===== src/rtl/psp_ram.sv =====
`timescale 1ns / 1ps
module psp_ram #(
    parameter int unsigned WIDTH = 32,
    parameter int unsigned DEPTH = 32
) (
    input  logic                     clk,
    input  logic                     we,
    input  logic [$clog2(DEPTH)-1:0] waddr,
    input  logic [WIDTH-1:0]         wdata,
    input  logic [$clog2(DEPTH)-1:0] raddr,
    output logic [WIDTH-1:0]         rdata
);
    logic [WIDTH-1:0] mem [DEPTH];

    always_ff @(posedge clk)
    begin
        if (we)
            mem[waddr] <= wdata;
        rdata <= mem[raddr];
    end
endmodule


===== config.mk =====
export PLATFORM = sky130hd
export DESIGN_NAME = psp_ram
export DESIGN_NICKNAME = d
export VERILOG_FILES = /design/src/rtl/psp_ram.sv
export SDC_FILE = /design/constraint.sdc
export NUM_CORES = 1
export LEC_CHECK = 0
export BUFFER_PORTS_ARGS = -buffer_cell sky130_fd_sc_hd__buf_2
export CELL_PAD_IN_SITES_DETAIL_PLACEMENT = 1
export CELL_PAD_IN_SITES_GLOBAL_PLACEMENT = 2
export CORE_MARGIN = 10
export CORE_UTILIZATION = 40
export DETAILED_ROUTE_END_ITERATION = 8
export PLACE_DENSITY = 0.64
export SYNTH_ARGS = -nofsm -noshare
export SYNTH_HDL_FRONTEND = slang
export SYNTH_SLANG_ARGS = --single-unit

===== constraint.sdc =====
create_clock -name clk -period 9.4 [get_ports clk]
set_input_delay 2.35 -clock clk [delete_from_list [all_inputs] [get_ports clk]]
set_output_delay 2.35 -clock clk [all_outputs]
set_load 0.02 [all_outputs]

==> impl_metrics.ini <==
[sta]
final_min_period_over_clock_period_pct = 47.22
setup_slack_ns = 4.962
hold_viol_final = 0
maxClockFrequency_ghz = 0.2253
setup-tns-final_ns = 0
timing.slew.headroom_pct = 31.83
maxSlewViolCount = 0
fin_crit_ns = 4.438
timing_worst_slew_pin_value_ns = 1.023
setup_viol = 0
hold-worst-slack_ns = 0.5985
rsz0062_at_grt = no
fin_worst_skew_ns = 0.02892

[clocking]
cts.path.max_buffers = 3
numCtsBuffers = 112
clock_sink_count = 1056
clock_insertion_delay_worst_skew_ns = 0.70
cts.hold.buffers_added = 0
cts_resized = 0
tritoncts = yes
cts.htree.levels = 3
worst_setup_hold_path_clk_slew_ns = 0.06
post-cts-setup-buffer-count = 0
cts_root_buffer = sky130_fd_sc_hd__clkbuf_16

[detailed_routing]
wl_met1_um = 51290
route.detailed.vias_per_inst = 5.542
first_iter_violations = 1669
detailedRoute.firstPassIterationCount = 5
route.met3.wl_um = 3819
postRouteWirelength_um = 114900
wire_per_inst_um = 30.08
routed.top_layer = met5
detail-route-antenna-nets = 0
routed-via-count = 21170
route.met2.wl_um = 57670
drc_errors = 0

[min_path]
class_of_the_tightest_hold_or_removal_check = reg2reg
min_delay_path_depth = 4
timing.hold.worst.start = mem[26][28]
worst_min_delay_path_endpoint = rdata[28]

[global_routing]
global_route.overflow_total = 0
global_route.usage.total_pct = 19.49
wire_length_of_the_first_global_routing_pass_um = 163200
antenna_violations_before_repair = 8
grt_pass1_vias = 22260
grt_max_degree = 129

[worst_setup_path]
timing.reg2reg.worst_path_depth = 5
critical_path.startpoint_type = input port
worstSetupPathType = in2reg
timing.critical_path.arrival_ns = 5.00
r2r_slack_ns = 8.03
required_ns = 9.96
timing.rr.end = rdata[23]
crit_path_end_kind = flip-flop
worst_reg2reg_startpoint = mem[5][23]
critical_path_peak_fanout = 86

[finish]
nNetsFinal = 2415
fraction_of_layout_instances_using_a_drive_strength_above_1_pct = 13.16
final_cell_area_um2 = 45920
filler_cell_count = 9396
multi_input_comb_area_um2 = 8615
area_delta_synth_final_pct = 13.41
seq_area_um2 = 31390

[placement]
place.port_buffers = 75
routabilityCongestion = 0.7190
detailed_place.area_um2 = 42520
dpl_worst_slack_ns = 4.276
post-dp-hpwl_um = 55910

[yosys]
syn-num-nets = 2304
syn-mean-instance-area_um2 = 17.91
synth.area.mux_share_pct = 12.66
total_number_of_yosys_warnings = 0
largest_family_of_logic_cells_by_synthesized_area = multiplexers
synth_ff_type = sky130_fd_sc_hd__edfxtp_1
synthCells = 2260
synth.lib_cells_used.distinct = 25
synth_area_um2 = 40490
synth-edff-count = 1024
share_of_synthesized_flip_flops_with_an_asynchronous_set_or_reset_pct = 0
yosys.area_share.xor_xnor_pct = 0
synth-compound-area-share_pct = 4.846
synthAdderAreaFrac_pct = 0
post_synth_and_or_nand_nor_area_fraction_pct = 3.100
synthesis_stage_register_bit_count = 1056
synth_sequential_area_ratio_pct = 77.54

[die]
io-pin-count = 76
die_width_um = 338.1
fp.dieArea_um2 = 114300
floorplan_core_area_um2 = 100300
die_y_um = 338.1
fp-row-count = 116
effective_utilization_at_floorplan_pct = 40.37

[power]
leakage_nw = 15.84
vdd_ir_drop_max_uv = 127.7
report.power.total_w = 0.009892
power_density_nw_per_um2 = 215.4

[run_status]
outcome = finished, final reports clean

[flow_run]
max_cap_violations = 0
logic make-up after synthesis:
| logic type | Yosys count |
|---|---|
| AO/OA/AOI/OAI | 288 |
| flip-flops | 1056 |
| multiplexers | 512 |
| AND/OR/NAND/NOR | 277 |
| buffers and inverters | 127 |
where the power goes:
group / switching [W] / internal [W]
Clock: 0.00180 / 0.00232
Sequential: 0.0000314 / 0.00524
Combinational: 0.000354 / 0.000154
state kept, by name, indices dropped and copies added (netlist names):
| register | cells |
|---|---|
| rdata | 32 |
| mem | 1024 |
critical path, stage by stage:
cell and delay [ns]:
sky130_fd_sc_hd__buf_8 0.65, sky130_fd_sc_hd__buf_4 0.85, sky130_fd_sc_hd__mux2i_1 0.28, sky130_fd_sc_hd__a22o_1 0.16, sky130_fd_sc_hd__nor3_1 0.07, sky130_fd_sc_hd__a31oi_1 0.27
sky130_fd_sc_hd__nand3_1 0.10
per-layer routing:
layer	up-vias	global-route usage, %
met5	-	0
met4	4	4.702
met3	133	2.468
met2	384	33.41
met1	11450	26.13
li1	9206	-
cells in the final DEF, fill, tap and decap left out, types with 3 or more instances in the layout:
cell                         count
sky130_fd_sc_hd__a21oi_1        96
sky130_fd_sc_hd__a22o_1         64
sky130_fd_sc_hd__a22oi_1        96
sky130_fd_sc_hd__a31oi_1        32
sky130_fd_sc_hd__buf_12          5
sky130_fd_sc_hd__buf_2          74
sky130_fd_sc_hd__buf_4          44
sky130_fd_sc_hd__clkbuf_1       22
sky130_fd_sc_hd__clkbuf_16     113
sky130_fd_sc_hd__clkbuf_8        9
sky130_fd_sc_hd__clkinv_1       26
sky130_fd_sc_hd__clkinv_2       26
sky130_fd_sc_hd__clkinvlp_4      3
sky130_fd_sc_hd__dfxtp_1        32
sky130_fd_sc_hd__edfxtp_1     1024
sky130_fd_sc_hd__mux2i_1       512
sky130_fd_sc_hd__nand2_1        97
sky130_fd_sc_hd__nand3_1        98
sky130_fd_sc_hd__nand3b_1        5
sky130_fd_sc_hd__nor2_4         33
sky130_fd_sc_hd__nor3_1         32
sky130_fd_sc_hd__or3b_2          3
how the worst max path moves through the flow:
stage | start | endpoint | slack, ns | cells after the start
floorplan | waddr[1] | mem[12][0] | 4.62 | 3
global placement | raddr[1] | rdata[0] | 4.36 | 7
detailed placement | raddr[1] | rdata[0] | 4.28 | 7
CTS | raddr[1] | rdata[0] | 5.02 | 7
global route | raddr[0] | rdata[28] | 4.88 | 7
finish | raddr[0] | rdata[28] | 4.96 | 7
final cells by class:
class	count	area share (%)
Multi-Input combinational cell	1077	18.76
Antenna cell	1	0.005450
Clock inverter	61	0.7848
Clock buffer	144	6.608
Timing Repair Buffer	124	1.777
Tap cell	1357	3.698
Sequential cell	1056	68.37
synthesized netlist by cell type, types with 2 or more instances:
cell | instances | area (um^2)
sky130_fd_sc_hd__a31oi_1 | 32 | 200.2
sky130_fd_sc_hd__clkbuf_4 | 2 | 15.01
sky130_fd_sc_hd__buf_4 | 33 | 247.7
sky130_fd_sc_hd__nand2b_1 | 2 | 12.51
sky130_fd_sc_hd__nand3b_1 | 5 | 37.54
sky130_fd_sc_hd__a21oi_1 | 96 | 480.5
sky130_fd_sc_hd__mux2i_1 | 512 | 5125
sky130_fd_sc_hd__a22o_1 | 64 | 560.5
sky130_fd_sc_hd__or3b_2 | 3 | 26.28
sky130_fd_sc_hd__dfxtp_1 | 32 | 640.6
sky130_fd_sc_hd__buf_6 | 15 | 168.9
sky130_fd_sc_hd__nor2_1 | 34 | 127.6
sky130_fd_sc_hd__buf_1 | 5 | 18.77
sky130_fd_sc_hd__buf_2 | 26 | 130.1
sky130_fd_sc_hd__edfxtp_1 | 1024 | 30750
sky130_fd_sc_hd__nand3_1 | 98 | 490.5
sky130_fd_sc_hd__nand2_1 | 98 | 367.9
sky130_fd_sc_hd__a22oi_1 | 96 | 720.7
sky130_fd_sc_hd__nor3_1 | 32 | 160.2
sky130_fd_sc_hd__clkbuf_1 | 46 | 172.7
metrics by stage:
stage	util, %	cells
after global placement	42.39	3614
after CTS	45.78	3819
after detailed placement	42.39	3614
after floorplan	-	2260
after global routing	45.78	3819
final	45.78	3820
Power figures use the tool's default switching activity.
