### config.mk
export PLATFORM = sky130hd
export DESIGN_NAME = psp_mac
export DESIGN_NICKNAME = d
export VERILOG_FILES = /design/src/rtl/psp_pkg.sv /design/src/rtl/psp_mac.sv
export SDC_FILE = /design/constraint.sdc
export NUM_CORES = 2
export LEC_CHECK = 0
export BUFFER_PORTS_ARGS = -buffer_cell sky130_fd_sc_hd__clkbuf_2
export CAP_MARGIN = 5
export CORE_ASPECT_RATIO = 2
export CORE_MARGIN = 2
export CORE_UTILIZATION = 35
export CTS_BUF_LIST = sky130_fd_sc_hd__clkbuf_8 sky130_fd_sc_hd__clkbuf_16
export DETAILED_ROUTE_END_ITERATION = 8
export PLACE_DENSITY = 0.59
export SYNTH_ARGS = -nofsm -noshare
export SYNTH_HDL_FRONTEND = slang
export SYNTH_SLANG_ARGS = --single-unit
### constraint.sdc
create_clock -name clk -period 15.26 [get_ports clk]
set_clock_uncertainty 0.15 [all_clocks]
set_input_delay 4.578 -clock clk [delete_from_list [all_inputs] [get_ports clk]]
set_output_delay 4.578 -clock clk [all_outputs]
set_load 0.05 [all_outputs]
### src/rtl/psp_pkg.sv
`timescale 1ns / 1ps
package psp_pkg;

    localparam int unsigned WORD_W   = 32;
    localparam int unsigned MADDR_W  = 5;
    localparam int unsigned KIND_W   = 2;

    localparam logic [KIND_W-1:0] KIND_STORED    = 2'd0;
    localparam logic [KIND_W-1:0] KIND_PROJECTED = 2'd1;
    localparam logic [KIND_W-1:0] KIND_REJECTED  = 2'd2;

    localparam logic [1:0] REG_VIEW_X      = 2'd0;
    localparam logic [1:0] REG_VIEW_Y      = 2'd1;
    localparam logic [1:0] REG_VIEW_WIDTH  = 2'd2;
    localparam logic [1:0] REG_VIEW_HEIGHT = 2'd3;

    localparam logic FUNC_LOAD      = 1'b0;
    localparam logic FUNC_TRANSFORM = 1'b1;

    // saturate a wide signed value to 32 bits
    function automatic logic signed [31:0] sat32(input logic signed [71:0] v);
        logic signed [71:0] hi;
        logic signed [71:0] lo;
        hi = 72'sd2147483647;
        lo = -72'sd2147483648;
        if (v > hi)
            sat32 = 32'sh7fffffff;
        else if (v < lo)
            sat32 = 32'sh80000000;
        else
            sat32 = v[31:0];
    endfunction

endpackage

### src/rtl/psp_mac.sv
`timescale 1ns / 1ps
// one matrix word times one vector element per cycle, floor-shifted, summed
module psp_mac
    import psp_pkg::*;
#(
    parameter int unsigned FRAC_BITS = 16
) (
    input  logic               clk,
    input  logic               clr,
    input  logic               en,
    input  logic signed [31:0] a,
    input  logic signed [31:0] b,
    output logic signed [31:0] sum_sat
);
    logic signed [63:0] prod_reg;
    logic               pv_reg;
    logic signed [65:0] acc_reg;
    logic signed [63:0] shifted;

    assign shifted = prod_reg >>> FRAC_BITS;

    always_ff @(posedge clk)
    begin
        prod_reg <= a * b;
        pv_reg   <= en;
        // clr restarts the sum with the first product of a row
        if (clr)
            acc_reg <= 66'(shifted);
        else if (pv_reg)
            acc_reg <= acc_reg + 66'(shifted);
    end

    assign sum_sat = sat32(72'(acc_reg));
endmodule

==> impl_metrics.yaml <==
setup_path:
  slowest_delay_ns: 0.86
  start_kind: "primary input"
  critPathKind: "primary input to flip-flop"
  timing.critical_path.mode_cell: "fa_1"
  critical_path.max_fanout: 18
  critPathRequiredTime_ns: 15.42
  reg2regPathDepth: 12
  arrival_ns: 13.18
  r2r_slack_ns: 10.94
  end_kind: "flip-flop"
  rr_endpoint: "acc_reg[58]$_DFFE_PP_"
  r2r_start: "acc_reg[31]$_DFFE_PP_"
  cp_slowest_cell: "clkinv_1"
sta:
  finalSetupTns_ns: 0
  min_period_ns: 13.02
  worstMarginPinSlew_ns: 1.18
  finalMaxSlewViolations: 0
  rsz0062_at_grt: "no"
  min_period_over_period_pct: 85.3
  worst_slack_ns: 2.24
  final-setup-viol-count: 0
  relSlewSlack_pct: 21.5
  whs_ns: 0.399
  fmax_mhz: 76.8
  final-hold-violation-count: 0
run_status:
  status: "finished, final reports clean"
synth:
  synth_area_leader_cell: "fa_1"
  postSynthAreaPerCell_um2: 9.27
  yosys-top-cells-count: "fa_1, inv_1, nand2_1"
  ys_warn_count: 0
  postSynthCellCount: 4644
  syn-num-nets: 6038
  synth_enable_flop_cells: 66
  synthAdderAreaFrac_pct: 57.5
  yosys.area_share.simple_pct: 16.1
  synth.area.top_cells: "fa_1, inv_1, ha_1, and2_1, nand2_1"
  ys_seq_area_share_pct: 6.89
  synth_compound_area_share_pct: 5.97
  synth-xor-area-share_pct: 2.40
  yosysTopAreaCellShare_pct: 50.3
  synth_mux_area_share_pct: 0.145
  syn_area_um2: 43000
  synth_most_common_cell: "fa_1"
  synth-async-reset-ratio_pct: 0
  ys.flop_type: "edfxtp_1"
  synth_top_family_by_area: "adder cells"
  ys_seq_elements: 115
  synth_cell_types: 83
finish:
  synthToLayoutAreaGrowth_pct: 5.59
  n_fill_cell: 12400
  drive_above_1_share_pct: 3.94
  final_util_pct: 37.1
  largest_register_ffs: 66
  final_nets: 5948
clocking:
  postCtsSetupRepairBufs: 0
  ctsResizeCount: 0
  cts-hold-fix-buffers: 0
  worstSkewPairLatency_ns: 0.43
  cts_made_buffers: 17
  cts-root-buf: "clkbuf_16"
  cts.sinks: 115
  clkTransAtPathRegs_ns: 0.05
  cts_buffer_depth: 2
  htree_levels: 4
  cts_tree: "built"
routing:
  totalWireLength_um: 120000
  vias: 31100
  ant_nets: 0
  first_iter_violations: 1695
  dr.pass1.iters: 5
  post_drt_wl_per_cell_um: 19.5
  viasPerCell: 5.07
  drc: 0
worst_hold_path:
  whs_endpoint: "acc_reg[31]$_DFFE_PP_"
  hp-start: "prod_reg[47]$_DFF_P_"
  min_path_type: "flip-flop to flip-flop"
  whs_path_depth: 2
global_route:
  grt_overflow: 0
  grt_max_degree: 69
  grtUsageTotal_pct: 19.9
  grt_antenna_before_repair: 4
  grt_pass1_wl_um: 196000
  grt_pass1_vias: 35200
floorplanning:
  core_area_um2: 123000
  die_area_um2: 126000
  io_pins: 99
  rows: 182
  die_w_um: 252
  start_util_pct: 35.1
  die_y_um: 500
placement:
  dpl.hpwl_um: 96200
  portBuffers: 98
  place_congestion: 0.886
  pre_cts_slack_ns: 1.86
job:
  max_cap_violations: 0
## worst max-delay path, delay by kind of cell
kind	cells	cell delay (ns)
AOI/OAI and AO/OA	6	1.23
xor gates and xnor gates	1	0.12
and+or+nand+nor	5	1.47
buffers and inverters	4	1.48
adders and majority gates	9	4.29
## metal layers
| layer | vias to the layer above | global-route usage (%) | share of wire, % |
|---|---|---|---|
| met1 | 16300 | 26.2 | 42 |
| li1 | 13600 | - | - |
| met4 | 4 | 5.85 | 3.0 |
| met5 | - | 0 | 0.023 |
| met2 | 963 | 34.3 | 49 |
| met3 | 212 | 2.36 | 5.7 |
## stage by stage
step                      instance area [µm²]  instances
after global routing                    45400       6131
after global placement                  44800       6099
after floorplan                         43000       4644
final                                   45400       6134
after detailed placement                44800       6099
after CTS                               45400       6131
## cells by family (layout without fill, tap and decap cells)
family | Yosys count | count (layout)
AOI/OAI and AO/OA | 405 | 405
muxes | 6 | 6
xor gates and xnor gates | 118 | 118
buffers and inverters | 1258 | 1181
DFF | 115 | 115
other | 0 | 3
adders and majority gates | 1327 | 1327
and+or+nand+nor | 1415 | 1415
## placed cells by master, fill, tap and decap left out, drive strengths merged, types with 4 or more instances in the layout
| cell | instances |
|---|---|
| a2111oi | 8 |
| a211oi | 11 |
| a21boi | 4 |
| a21o | 53 |
| a21oi | 104 |
| a221oi | 4 |
| a311oi | 4 |
| a31oi | 17 |
| and2 | 491 |
| and3 | 7 |
| and4 | 9 |
| buf | 35 |
| clkbuf | 118 |
| clkinv | 4 |
| dfxtp | 49 |
| edfxtp | 66 |
| fa | 1082 |
| ha | 245 |
| inv | 1023 |
| mux2i | 4 |
| nand2 | 684 |
| nand2b | 25 |
| nand3 | 24 |
| nand4 | 35 |
| nor2 | 78 |
| nor2b | 12 |
| nor3 | 18 |
| nor4 | 11 |
| o211ai | 6 |
| o21a | 13 |
| o21ai | 124 |
| o21bai | 13 |
| o221ai | 4 |
| o31ai | 7 |
| or3 | 7 |
| xnor2 | 74 |
| xor2 | 44 |
## worst max-delay path by stage
stage,from,to,slack (ns),cells past startpoint
after floorplan,a[31],prod_reg[60]$_DFF_P_,3.09,29
after global placement,a[31],prod_reg[60]$_DFF_P_,1.88,29
after detailed placement,a[31],prod_reg[60]$_DFF_P_,1.86,29
after CTS,a[31],prod_reg[60]$_DFF_P_,2.30,29
after global routing,a[31],prod_reg[62]$_DFF_P_,1.68,29
final,b[31],prod_reg[62]$_DFF_P_,2.24,25
## cell type report
cell class                      count  area, µm²  share of cell area, %
Clock inverter                     11       78.8                  0.173
Clock buffer                       21        514                   1.13
Multi-Input combinational cell   3271      35400                   77.8
Tap cell                         1564       1960                   4.31
Sequential cell                   115       2960                   6.52
Inverter                         1017       3820                   8.40
Antenna cell                        3       7.51                 0.0165
Timing Repair Buffer              132        748                   1.65
Power is not shown: default switching activity piles up to over one toggle a cycle in this logic, so the estimate is an artifact.
