==> config.mk <==
export PLATFORM = sky130hd
export DESIGN_NAME = psp_div
export DESIGN_NICKNAME = d
export VERILOG_FILES = /design/src/rtl/psp_pkg.sv /design/src/rtl/psp_div.sv
export SDC_FILE = /design/constraint.sdc
export NUM_CORES = 1
export LEC_CHECK = 0
export BUFFER_PORTS_ARGS = -buffer_cell sky130_fd_sc_hd__buf_2
export CELL_PAD_IN_SITES_DETAIL_PLACEMENT = 2
export CELL_PAD_IN_SITES_GLOBAL_PLACEMENT = 2
export CORE_ASPECT_RATIO = 1.1
export CORE_MARGIN = 3
export CORE_UTILIZATION = 35
export CTS_CLUSTER_SIZE = 24
export DETAILED_ROUTE_END_ITERATION = 6
export PLACE_DENSITY = 0.85
export SLEW_MARGIN = 20
export SYNTH_ARGS = -nofsm -noshare
export SYNTH_HDL_FRONTEND = slang
export SYNTH_SLANG_ARGS = --single-unit
==> constraint.sdc <==
create_clock -name clk -period 4.3 [get_ports clk]
set_input_delay 0.43 -clock clk [delete_from_list [all_inputs] [get_ports clk]]
set_output_delay 0.43 -clock clk [all_outputs]
set_load 0.01 [all_outputs]
==> src/rtl/psp_pkg.sv <==
`timescale 1ns / 1ps
package psp_pkg;

    localparam int unsigned WORD_W   = 32;
    localparam int unsigned MADDR_W  = 5;
    localparam int unsigned KIND_W   = 2;

    localparam logic [KIND_W-1:0] KIND_STORED    = 2'd0;
    localparam logic [KIND_W-1:0] KIND_PROJECTED = 2'd1;
    localparam logic [KIND_W-1:0] KIND_REJECTED  = 2'd2;

    localparam logic [1:0] REG_VIEW_X      = 2'd0;
    localparam logic [1:0] REG_VIEW_Y      = 2'd1;
    localparam logic [1:0] REG_VIEW_WIDTH  = 2'd2;
    localparam logic [1:0] REG_VIEW_HEIGHT = 2'd3;

    localparam logic FUNC_LOAD      = 1'b0;
    localparam logic FUNC_TRANSFORM = 1'b1;

    // saturate a wide signed value to 32 bits
    function automatic logic signed [31:0] sat32(input logic signed [71:0] v);
        logic signed [71:0] hi;
        logic signed [71:0] lo;
        hi = 72'sd2147483647;
        lo = -72'sd2147483648;
        if (v > hi)
            sat32 = 32'sh7fffffff;
        else if (v < lo)
            sat32 = 32'sh80000000;
        else
            sat32 = v[31:0];
    endfunction

endpackage

==> src/rtl/psp_div.sv <==
`timescale 1ns / 1ps
// restoring signed divider, one quotient bit per cycle, truncates toward zero
module psp_div
    import psp_pkg::*;
#(
    parameter int unsigned FRAC_BITS = 16
) (
    input  logic               clk,
    input  logic               rst_n,
    input  logic               start,
    input  logic signed [31:0] num,
    input  logic signed [31:0] den,
    output logic               done,
    output logic signed [31:0] quot
);
    localparam int unsigned NW = 32 + FRAC_BITS;
    localparam int unsigned CW = $clog2(NW + 1);

    logic [NW-1:0] q_reg, q_next;
    logic [32:0]   rem_reg, rem_next;
    logic [31:0]   d_reg, d_next;
    logic          neg_reg, neg_next;
    logic [CW-1:0] cnt_reg, cnt_next;
    logic          busy_reg, busy_next;
    logic          done_reg, done_next;
    logic [33:0]   trial;
    logic [NW:0]   sq;

    always_comb
    begin
        q_next    = q_reg;
        rem_next  = rem_reg;
        d_next    = d_reg;
        neg_next  = neg_reg;
        cnt_next  = cnt_reg;
        busy_next = busy_reg;
        done_next = 1'b0;
        trial     = '0;
        if (start)
        begin
            q_next    = {(num[31] ? 32'(-num) : 32'(num)), {FRAC_BITS{1'b0}}};
            d_next    = den[31] ? 32'(-den) : 32'(den);
            neg_next  = num[31] ^ den[31];
            rem_next  = '0;
            cnt_next  = CW'(NW);
            busy_next = 1'b1;
        end
        else if (busy_reg)
        begin
            trial = {rem_reg, q_reg[NW-1]} - {2'b00, d_reg};
            if (!trial[33])
                rem_next = trial[32:0];
            else
                rem_next = {rem_reg[31:0], q_reg[NW-1]};
            q_next   = {q_reg[NW-2:0], ~trial[33]};
            cnt_next = cnt_reg - CW'(1);
            if (cnt_reg == CW'(1))
            begin
                busy_next = 1'b0;
                done_next = 1'b1;
            end
        end
    end

    always_ff @(posedge clk or negedge rst_n)
    begin
        if (!rst_n)
        begin
            busy_reg <= 1'b0;
            done_reg <= 1'b0;
            cnt_reg  <= '0;
        end
        else
        begin
            busy_reg <= busy_next;
            done_reg <= done_next;
            cnt_reg  <= cnt_next;
        end
    end

    always_ff @(posedge clk)
    begin
        q_reg   <= q_next;
        rem_reg <= rem_next;
        d_reg   <= d_next;
        neg_reg <= neg_next;
    end

    assign sq   = neg_reg ? -{1'b0, q_reg} : {1'b0, q_reg};
    assign done = done_reg;
    assign quot = sat32(72'(signed'(sq)));
endmodule

==> summary.txt, run 1 <==
Worst setup path
  • CP Depth: 12
  • Critical path's largest stage delay: around 0.58 ns
  • CP Buf/Inv Count: 3
  • Reg2Reg Depth: 12
  • Kind of critical path: reg -> out
  • Critical Path Most Common Cell: or4_4
  • Critical Path Start Type: register
  • CP Capture Type: output port
  • CP cell instances: or4_4, or4_4, or4_4, o31ai_4, xor2_2, nand2_1, or4_4, o31ai_4, buf_6, buf_12, o21ai_2, buf_2
  • Worst EP arrival: 4.47 ns
  • Slowest library cell on the worst path: or4_4
  • Crit Path Max Fanout: 8
  • Top Family by Delay on Critical Path: simple AND/OR/NAND/NOR gates
  • Required @ worst endpoint: approximately 3.9 ns

Run status
  • Status: finished, violations left
  • Violations in the final reports: setup timing

Logic synthesis
  • Post-Syn Area: between 9000 and 10,000 um^2
  • Asr flop ratio synth: 0.06557
  • Synth warn: 0
  • Syn avg cell area: slightly below 9 um^2
  • Register area share after synthesis: 0.3389
  • Cells after Synth: 1,048
  • Yosys cell types: 66
  • Net Count, Synth: 1,153
  • EDFF count, synth: 65
  • Number of synthesized register bits: between 100 and 150
  • Prevailing post-synth register cell: edfxtp_1

Global routing
  • First-pass GRT wire length: 54.66 mm
  • GRT overflow: 0
  • Initial antenna violation count: 0
  • GRT Total Usage: 0.2406
  • Vias in the first global route: between 9,000 and 10,000
  • Largest net degree at the start of global routing: between 70 and 80

Die
  • Height of the die: approximately 180 um
  • Die W: around 160 um
  • Initial core utilization: 0.3605
  • Rows: between 60 and 70
  • # IOs: 100
  • Die Area: 28,400 um^2
  • Core area: around 26,000 um^2

Clock network
  • Clock buffer depth: 2
  • Clk root buf: clkbuf_16
  • CTS clk-pin slew, worst paths: about 0.07 ns
  • Total clock sinks: about 120
  • CTS tree: built
  • Clk_lat worst skew: ~0.44 ns
  • H-Tree Level Count: 4
  • CTS Buf Count: 17

Finish
  • Finished Cell Area: around 11,000 um^2
  • Layout Nets: ~1,300
  • Max reg flops: 48
  • Share of cells above drive strength 1: 0.2094
  • Commonest non-fill, non-tap cells in the layout: buf_2, nor2_1, o21ai_0
  • Antenna cells: 0
  • Most common cell after layout, fill and taps aside: buf_2
  • Area Overhead vs Synth: 20.49%
  • Util after Layout: 0.4344

Placed design
  • Post-DP Area: just over 10,000 um^2
  • Port Buf Inserts: between 90 and 100
  • Gpl congestion: about 0.86
  • Hpwl dp: 22.53 mm

STA
  • Worst slew pin tran: 1.052 ns
  • Final WS setup: -0.6027 ns
  • Final Slew Violations: 0
  • Final setup violation count: 31
  • Min Hold Slack: between 0.2 and 0.25 ns
  • Skew final: 0.01396 ns
  • Final min period: 4.903 ns
  • Fin crit share: 1.140
  • Unrepaired setup endpoints after global routing: yes
  • Fmax: 0.2040 GHz
  • Fin. Hold Viols: 0
  • Setup_tns: -17.83 ns
  • Relative slew slack: 0.2958

Flow run
  • Max cap viols: 0

Pwr
  • Worst vdd ir: approximately 300 uV
  • Ratio of total power to cell area: 505.4 nW/um^2
  • Leakage power: 4.514 nW

Drt
  • DR top layer: met4
  • Number of nets still failing antenna checks after routing: 0
  • Vias: between 8,000 and 9,000
  • Drt total wl: between 30 and 40 mm
  • Drt wl/cell: 22.51 um
  • Wire length on met2: 17.58 mm
  • Met1 WL: between 10 and 15 mm
  • Initial drt markers: between 400 and 500
  • Drt via density: a little under 6
  • DRC: 0
  • DR pass1 iterations: 5
  • WL met3: ~1.3 mm

Hold path
  • Hold path cells: 1
  • Worst min-delay path category: in -> reg
==> worst paths after layout <==
path / slack [ns] / to / start
worst min-delay path: 0.21 / d_reg[0] / den[0]
worst min register to register: 0.51 / rem_reg[25] / rem_reg[24]
worst max register to register: 0.36 / rem_reg[13] / q_reg[47]
min in group asynchronous: 0.38 / done / rst_n
max in group asynchronous: 3.73 / busy_reg / rst_n
worst max-delay path: -0.60 / quot[0] / q_reg[23]
==> metrics by stage <==
stage	setup WS [ns]	total power [mW]	cells
final	-0.6027	5.630	1516
after detailed placement	-0.1209	4.048	1465
after global routing	-0.7078	6.007	1516
after global placement	0.03598	3.914	1465
after floorplan	0.2238	3.238	1048
after CTS	-0.5099	5.565	1510
==> cell usage after synthesis, drive strengths merged, types with 4 or more instances <==
| cell type | count | area share |
|---|---|---|
| o21ai | 108 | 0.071 |
| nor2 | 76 | 0.031 |
| nand2 | 74 | 0.030 |
| xnor2 | 68 | 0.064 |
| edfxtp | 65 | 0.21 |
| xor2 | 59 | 0.056 |
| clkbuf | 54 | 0.022 |
| inv | 54 | 0.022 |
| dfxtp | 49 | 0.11 |
| o31ai | 38 | 0.033 |
| ha | 37 | 0.050 |
| a21oi | 31 | 0.017 |
| nand3 | 30 | 0.016 |
| a22o | 29 | 0.027 |
| nor3 | 21 | 0.012 |
| or4 | 21 | 0.019 |
| a311oi | 20 | 0.019 |
| or3 | 20 | 0.014 |
| o41ai | 18 | 0.017 |
| mux2i | 16 | 0.017 |
| o211ai | 14 | 0.011 |
| a21o | 13 | 0.011 |
| a31oi | 11 | 0.0074 |
| nand4 | 10 | 0.0068 |
| buf | 9 | 0.0077 |
| nand2b | 9 | 0.0061 |
| dfrtp | 8 | 0.022 |
| o21a | 8 | 0.0065 |
| nor4 | 7 | 0.0047 |
| o311ai | 7 | 0.0066 |
| nor2b | 6 | 0.0041 |
| o31a | 6 | 0.0057 |
| a211oi | 5 | 0.0041 |
| o22ai | 5 | 0.0034 |
| and3 | 4 | 0.0027 |
| o21bai | 4 | 0.0032 |
| or2 | 4 | 0.0027 |
==> cells by family after synthesis <==
family | Yosys count | synth area share
AND/OR/NAND/NOR | 295 | 0.1606
AO/OA/AOI/OAI | 332 | 0.2574
buffers and inverters | 117 | 0.05197
adder cells (fa/ha/maj) | 38 | 0.05224
flip-flops | 122 | 0.3389
XOR/XNOR | 127 | 0.1203
multiplexers | 17 | 0.01854
==> metal layers <==
| metal | GRT usage | vias up |
|---|---|---|
| li1 | - | 4139 |
| met1 | 0.2839 | 4494 |
| met2 | 0.4376 | 258 |
| met3 | 0.03848 | 77 |
| met4 | 0.09286 | 0 |
| met5 | 0 | - |
==> layout make-up <==
type / count / area [um^2]
timing repair buffer: 153 / 1033
sequential: 122 / 3134
multi-input combinational: 809 / 5769
inverter: 54 / 202.7
tap: 346 / 432.9
clock inverter: 15 / 141.4
fill: 2831 / 14510
clock buffer: 17 / 425.4
==> power by group <==
| part | total (mW) | internal, mW | switching, mW | leakage [nW] |
|---|---|---|---|---|
| sequential | 1.66 | 1.45 | 0.213 | 1.17 |
| combinational | 2.54 | 1.00 | 1.53 | 3.08 |
| clock | 1.43 | 0.805 | 0.626 | 0.263 |
==> what timing repair did <==
action	in CTS	in global routing
endpoints found under the setup margin	31	31
hold buffers	1	0
hold endpoints to repair	8	0
pin swaps	13	7
gates resized for setup	11	14
buffers inserted	10	5
cloned	2	1
Note: power is estimated with default switching activity, not from simulation.
==> run 2: changes to the inputs <==
CORE_UTILIZATION = 37   (was 35)
PLACE_DENSITY = 0.89   (was 0.85)
==> summary.txt, run 2 (synthesized netlist as in run 1, its figures left out) <==
Finish
  • Multi-input gate area: 5769 um^2 (unchanged)
  • Antenna cells: 0 (unchanged)
  • FF+latch area: 3134 um^2 (unchanged)
  • Number of fill cells: 2,656 (-6.2%)
  • Max reg flops: 48 (unchanged)
  • Layout Nets: 1,263 (+0.079%)
  • Commonest non-fill, non-tap cells in the layout: buf_2, o21ai_0, nor2_1, nand2_1, xnor2_1
  • Most common cell after layout, fill and taps aside: buf_2
  • Share of cells above drive strength 1: 0.2084 (-0.001033)
  • Area Overhead vs Synth: 20.33%
  • Util after Layout: 0.4532 (+0.01878)

Die
  • Initial core utilization: 0.3766 (+0.01610)
  • Height of the die: 171.8 um (-2.6%)
  • Rows: 60 (-1.6%)
  • Die W: 156.7 um (-2.6%)
  • Die Area: 26,920 um^2 (-5.2%)
  • # IOs: 100 (unchanged)
  • Core area: 24,550 um^2 (-4.3%)

Worst setup path
  • Slowest library cell on the worst path: or4_1
  • Reg2Reg Depth: 12 (unchanged)
  • Critical path startpoint: q_reg[17]
  • Worst EP arrival: 4.51 ns (+0.04 ns)
  • Critical path's largest stage delay: 0.61 ns (+0.03 ns)
  • Required @ worst endpoint: 3.87 ns (about the same)
  • Kind of critical path: reg -> out
  • Worst r2r src: q_reg[47]
  • CP cell instances: or4_1, nor4b_2, nand4_1, buf_4, o41ai_1, xor2_1, nand4_1, or4_4, o31ai_4, buf_12, buf_12, buf_16, o21ai_2, buf_2
  • Critical Path Start Type: register
  • CP Capture Type: output port
  • Crit Path Max Fanout: 7 (-1)

Global routing
  • Met1 GRT Util: 0.3042 (+0.02038)
  • GR Util met3: 0.03624 (-0.002244)
  • GRT Total Usage: 0.2637 (+0.02313)
  • Initial antenna violation count: 0 (unchanged)
  • Grt peak-use layer: met2
  • Met2 usage in global routing: 0.5011 (+0.06349)
  • Vias in the first global route: 9,906 (+2.1%)
  • Largest net degree at the start of global routing: 73 (unchanged)
  • First-pass GRT wire length: 56.35 mm (+3.1%)
  • GRT overflow: 0 (unchanged)

Pwr
  • Leakage power: 4.529 nW (+0.34%)
  • Ratio of total power to cell area: 515.5 nW/um^2 (+2.0%)
  • Reg power frac: 0.291 (-0.004)
  • Switching power: 2.431 mW (+2.4%)
  • Clock power share: 0.256 (+0.002)
  • Worst vdd ir: 321.9 uV (+8.2%)
  • Post-route total power: 5.735 mW (+1.9%)
  • Net Sw Frac: 0.4239 (+0.002407)
  • Comb pwr share: 0.453 (+0.002)
  • Power Internal: 3.304 mW (+1.4%)

STA
  • Final WS setup: -0.6446 ns (-0.04191 ns)
  • Fin. Hold Viols: 0 (unchanged)
  • Relative slew slack: 0.2133 (-0.08249)
  • Unrepaired setup endpoints after global routing: yes
  • Fin crit share: 1.150 (+0.009745)
  • Fmax: 0.2022 GHz (-0.85%)
  • Final Slew Violations: 0 (unchanged)
  • Final min period: 4.945 ns (+0.04190 ns)
  • Final setup violation count: 31 (unchanged)
  • Worst slew pin tran: 1.180 ns (+0.1276 ns)
  • Skew final: 0.006969 ns (-0.006987 ns)

Placed design
  • Hpwl dp: 23.31 mm (+3.4%)
  • Gpl congestion: 0.9169 (+6.5%)
  • Port Buf Inserts: 99 (unchanged)

Clock network
  • Clk root buf: clkbuf_16
  • Clk_lat worst skew: 0.43 ns (about the same)
  • Total clock sinks: 122 (unchanged)
  • CTS Buf Count: 17 (unchanged)
  • CTS tree: built
  • H-Tree Level Count: 4 (unchanged)
  • Clock buffer depth: 2 (unchanged)
  • CTS clk-pin slew, worst paths: 0.06 ns (about the same)

Drt
  • Drt wl/cell: 24.63 um (+9.4%)
  • DR pass1 iterations: 5 (unchanged)
  • Vias: 9,093 (+1.4%)
  • Drt via density: 6.140 (+3.8%)
  • DRC: 0 (unchanged)
  • Number of nets still failing antenna checks after routing: 0 (unchanged)
  • Initial drt markers: 591 (+29%)
  • Drt total wl: 36.47 mm (+6.9%)

Run status
  • Status: finished, violations left
  • Violations in the final reports: setup timing

Hold path
  • Hold path cells: 1 (unchanged)
  • Worst Hold Launch: den[0]
  • Worst min-delay path category: in -> reg

Flow run
  • Max cap viols: 0 (unchanged)
## run 2: worst paths after layout
kind                                     to  slack [ns]
worst min-delay path               d_reg[0]        0.20
worst min register to register  rem_reg[25]        0.50
worst max-delay path               quot[17]       -0.64
worst max register to register  rem_reg[13]        0.31
min in group asynchronous        cnt_reg[4]        0.38
max in group asynchronous          busy_reg        3.72
## run 2: layout make-up
cell class / instances / area share
multi-input cells: 809 / 0.5186
flip-flops and latches: 122 / 0.2817
repair buffers: 154 / 0.09470
clock buffers: 18 / 0.03858
well taps: 310 / 0.03487
inverters: 54 / 0.01822
clock inverters: 14 / 0.01327
## run 2: metal layers
layer  wire length, um  vias to the layer above
li1                  -                     4126
met2             19380                      284
met4               940                        0
met5                 0                        -
met1             14670                     4612
met3              1479                       71
## run 2: critical path, delay by kind of cell (launching register included)
| kind | cells | cell delay [ns] |
|---|---|---|
| flip-flops | 1 | 0.44 |
| AO/OA/AOI/OAI | 3 | 0.71 |
| buffers and inverters | 5 | 0.76 |
| XOR/XNOR | 1 | 0.38 |
| AND/OR/NAND/NOR | 5 | 1.78 |
## run 2: power groups by stage
stage	combinational, mW	clock (mW)	sequential, mW
2_1_floorplan	1.65	0	1.59
3_3_place_gp	2.25	0	1.65
3_5_place_dp	2.38	0	1.67
4_1_cts	2.52	1.47	1.66
5_1_grt	2.84	1.54	1.69
6_report	2.60	1.47	1.67
## run 2: timing repair
item / 4_1_cts / 5_1_grt
hold buffers: 1 / 0
endpoints found under the setup margin: 31 / 36
resized for setup: 10 / 15
hold endpoints to repair: 8 / 0
cloned: 3 / 0
pin swaps: 3 / 5
setup buffers: 12 / 5
## run 2: through the flow
stage               setup TNS [ns]  setup WS (ns)  hold WS [ns]  area, um^2  cells
floorplan                        0         0.2238        0.1344        9245   1048
global placement                 0        0.02639        0.2880       10190   1430
detailed placement          -2.730        -0.1367        0.2881       10190   1430
CTS                         -16.22        -0.5568        0.1888       11030   1478
global route                -24.43        -0.8710        0.1986       11120   1481
finish                      -17.61        -0.6446        0.1987       11120   1481
==> run 3: changes to the inputs <==
CORE_UTILIZATION = 38   (was 37)
CTS_BUF_LIST = sky130_fd_sc_hd__clkbuf_4   (was default)
PLACE_DENSITY = 0.91   (was 0.89)
==> summary.txt, run 3 (synthesized netlist as in run 1, its figures left out) <==
Pwr
  • Ratio of total power to cell area: 474.4 nW/um^2 (-8.0%)
  • Leakage power: 4.373 nW (-3.4%)
  • Worst vdd ir: 225.6 uV (-30%)

Run status
  • Status: finished, violations left
  • Violations in the final reports: setup timing

Die
  • Die Area: 26,240 um^2 (-2.5%)
  • Initial core utilization: 0.3889 (+0.01233)
  • Height of the die: 169.6 um (-1.3%)
  • Die W: 154.7 um (-1.3%)
  • Core area: 23,770 um^2 (-3.2%)
  • # IOs: 100 (unchanged)
  • Rows: 59 (-1.7%)

Worst setup path
  • CP Capture Type: output port
  • CP cell instances: or4_1, nor4_1, nand4_1, buf_4, o31ai_1, xor2_1, nand4_1, or4_4, o31ai_4, buf_6, buf_12, o21ai_2, buf_2
  • Critical path's largest stage delay: 0.67 ns (+0.06 ns)
  • CP Buf/Inv Count: 4 (-1)
  • Critical Path Most Common Cell: nand4_1
  • Slowest library cell on the worst path: or4_1
  • Kind of critical path: reg -> out
  • Top Family by Delay on Critical Path: simple AND/OR/NAND/NOR gates
  • Required @ worst endpoint: 3.87 ns (about the same)
  • Critical Path Start Type: register
  • Worst EP arrival: 4.72 ns (+0.21 ns)
  • Crit Path Max Fanout: 8 (+1)

Clock network
  • CTS tree: built
  • H-Tree Level Count: 4 (unchanged)
  • Clk root buf: clkbuf_4
  • Clk_lat worst skew: 0.60 ns (+0.17 ns)
  • CTS Buf Count: 17 (unchanged)
  • Total clock sinks: 122 (unchanged)
  • CTS clk-pin slew, worst paths: 0.14 ns (+0.08 ns)
  • Clock buffer depth: 2 (unchanged)

STA
  • Relative slew slack: 0.2668 (+0.05345)
  • Fmax: 0.1941 GHz (-4.0%)
  • Final WS setup: -0.8524 ns (-0.2077 ns)
  • Unrepaired setup endpoints after global routing: yes
  • Final setup violation count: 31 (unchanged)
  • Skew final: 0.02931 ns (+0.02234 ns)
  • Final Slew Violations: 0 (unchanged)
  • Worst slew pin tran: 1.096 ns (-0.08423 ns)
  • Fin. Hold Viols: 0 (unchanged)
  • Fin crit share: 1.198 (+0.04831)
  • Final min period: 5.152 ns (+0.2077 ns)
  • Setup_tns: -25.66 ns (-8.051 ns)

Finish
  • Layout Nets: 1,263 (unchanged)
  • Number of fill cells: 2,610 (-1.7%)
  • Most common cell after layout, fill and taps aside: buf_2
  • Max reg flops: 48 (unchanged)
  • Area Overhead vs Synth: 16.01%
  • Share of cells above drive strength 1: 0.2092 (+0.0008540)
  • Finished Cell Area: 10,730 um^2 (-3.6%)
  • Commonest non-fill, non-tap cells in the layout: buf_2, o21ai_0, nor2_1, nand2_1, xnor2_1
  • Fin cells: 1,477 (-0.27%)

Drt
  • Drt total wl: 34.89 mm (-4.3%)
  • DRC: 0 (unchanged)
  • Drt wl/cell: 23.62 um (-4.1%)
  • Drt via density: 6.158 (+0.29%)
  • Initial drt markers: 542 (-8.3%)
  • Vias: 9,095 (+0.022%)
  • Number of nets still failing antenna checks after routing: 0 (unchanged)
  • DR pass1 iterations: 5 (unchanged)

Global routing
  • Vias in the first global route: 9,762 (-1.5%)
  • GRT Total Usage: 0.2540 (-0.009741)
  • Met1 GRT Util: 0.2967 (-0.007566)
  • Largest net degree at the start of global routing: 73 (unchanged)
  • Met2 usage in global routing: 0.4694 (-0.03171)
  • Grt peak-use layer: met2
  • GR Util met3: 0.03749 (+0.001255)
  • First-pass GRT wire length: 53.85 mm (-4.4%)
  • Initial antenna violation count: 1 (+1)
  • GRT overflow: 0 (unchanged)

Hold path
  • Worst min-delay path category: in -> reg

Placed design
  • Post-DP Area: 10,180 um^2 (-0.11%)
  • Gpl congestion: 0.8683 (-5.3%)
  • Port Buf Inserts: 99 (unchanged)
  • Hpwl dp: 23.45 mm (+0.63%)
  • Inst Count DP: 1,426 (-0.28%)

Flow run
  • Max cap viols: 0 (unchanged)
-- run 3: cell count changes in the layout (fill, tap and decap cells not counted), sizes merged --
cell	previous run	this run
inv	57	59
clkinv	5	4
diode	0	1
buf	153	152
-- run 3: layer usage --
layer / up-vias / share of wire / routed length, um
li1: 4143 / - / -
met1: 4617 / 0.41 / 14190
met2: 256 / 0.53 / 18370
met3: 79 / 0.037 / 1306
met4: 0 / 0.029 / 1024
met5: - / 0 / 0
-- run 3: final cells by class --
cell class,instances,area [um^2],share of cell area
Antenna cell,1,2.502,0.0002333
Timing Repair Buffer,154,996.0,0.09286
Inverter,54,202.7,0.01890
Tap cell,305,381.6,0.03558
Multi-Input combinational cell,809,5719,0.5332
Sequential cell,122,3134,0.2922
Clock inverter,15,161.4,0.01505
Clock buffer,17,127.6,0.01190
-- run 3: where the power goes --
group | switching, mW | leakage (nW) | internal [mW] | total (mW)
clock network | 0.538 | 0.146 | 0.352 | 0.890
logic | 1.57 | 3.06 | 0.968 | 2.54
registers | 0.215 | 1.17 | 1.45 | 1.66
-- run 3: final timing paths --
path                        startpoint           to  slack [ns]  cells after the start
min                             den[0]     d_reg[0]        0.04                      1
min in group asynchronous        rst_n   cnt_reg[3]        0.21                      2
max in group asynchronous        rst_n     busy_reg        3.87                      2
max                           q_reg[2]      quot[0]       -0.85                     13
max reg2reg                  q_reg[47]  rem_reg[12]        0.25                     12
min reg2reg                rem_reg[24]  rem_reg[25]        0.51                      2
-- run 3: worst register-to-register path: stages (launching register included) --
cell and delay (ns):
edfxtp_1 0.53, inv_1 0.17, ha_1 0.24, nor2b_1 0.09, o31a_1 0.28, a31oi_1 0.45
a211oi_1 0.19, o21ai_0 0.40, a211oi_2 0.24, o31ai_2 0.31, buf_4 0.32, nand2_1 0.28
o311ai_0 0.43
-- run 3: repair_timing --
| action | CTS | global route |
|---|---|---|
| setup buffers | 7 | 8 |
| resized for setup | 5 | 16 |
| endpoints found under the setup margin | 31 | 53 |
| hold buffers | 1 | 0 |
| cloned | 2 | 1 |
| endpoints found under the hold margin | 8 | 0 |
| pin swaps | 3 | 9 |
-- run 3: stage by stage --
| stage | total power [mW] | setup WS [ns] | utilization | hold WS (ns) |
|---|---|---|---|---|
| global route | 5.417 | -0.9984 | 0.4512 | 0.02008 |
| global placement | 3.871 | 0.04334 | 0.4283 | 0.2910 |
| detailed placement | 4.046 | -0.02520 | 0.4283 | 0.2928 |
| CTS | 5.025 | -0.6734 | 0.4457 | 0.009109 |
| finish | 5.088 | -0.8524 | 0.4512 | 0.04040 |
| floorplan | 3.238 | 0.2238 | - | 0.1344 |
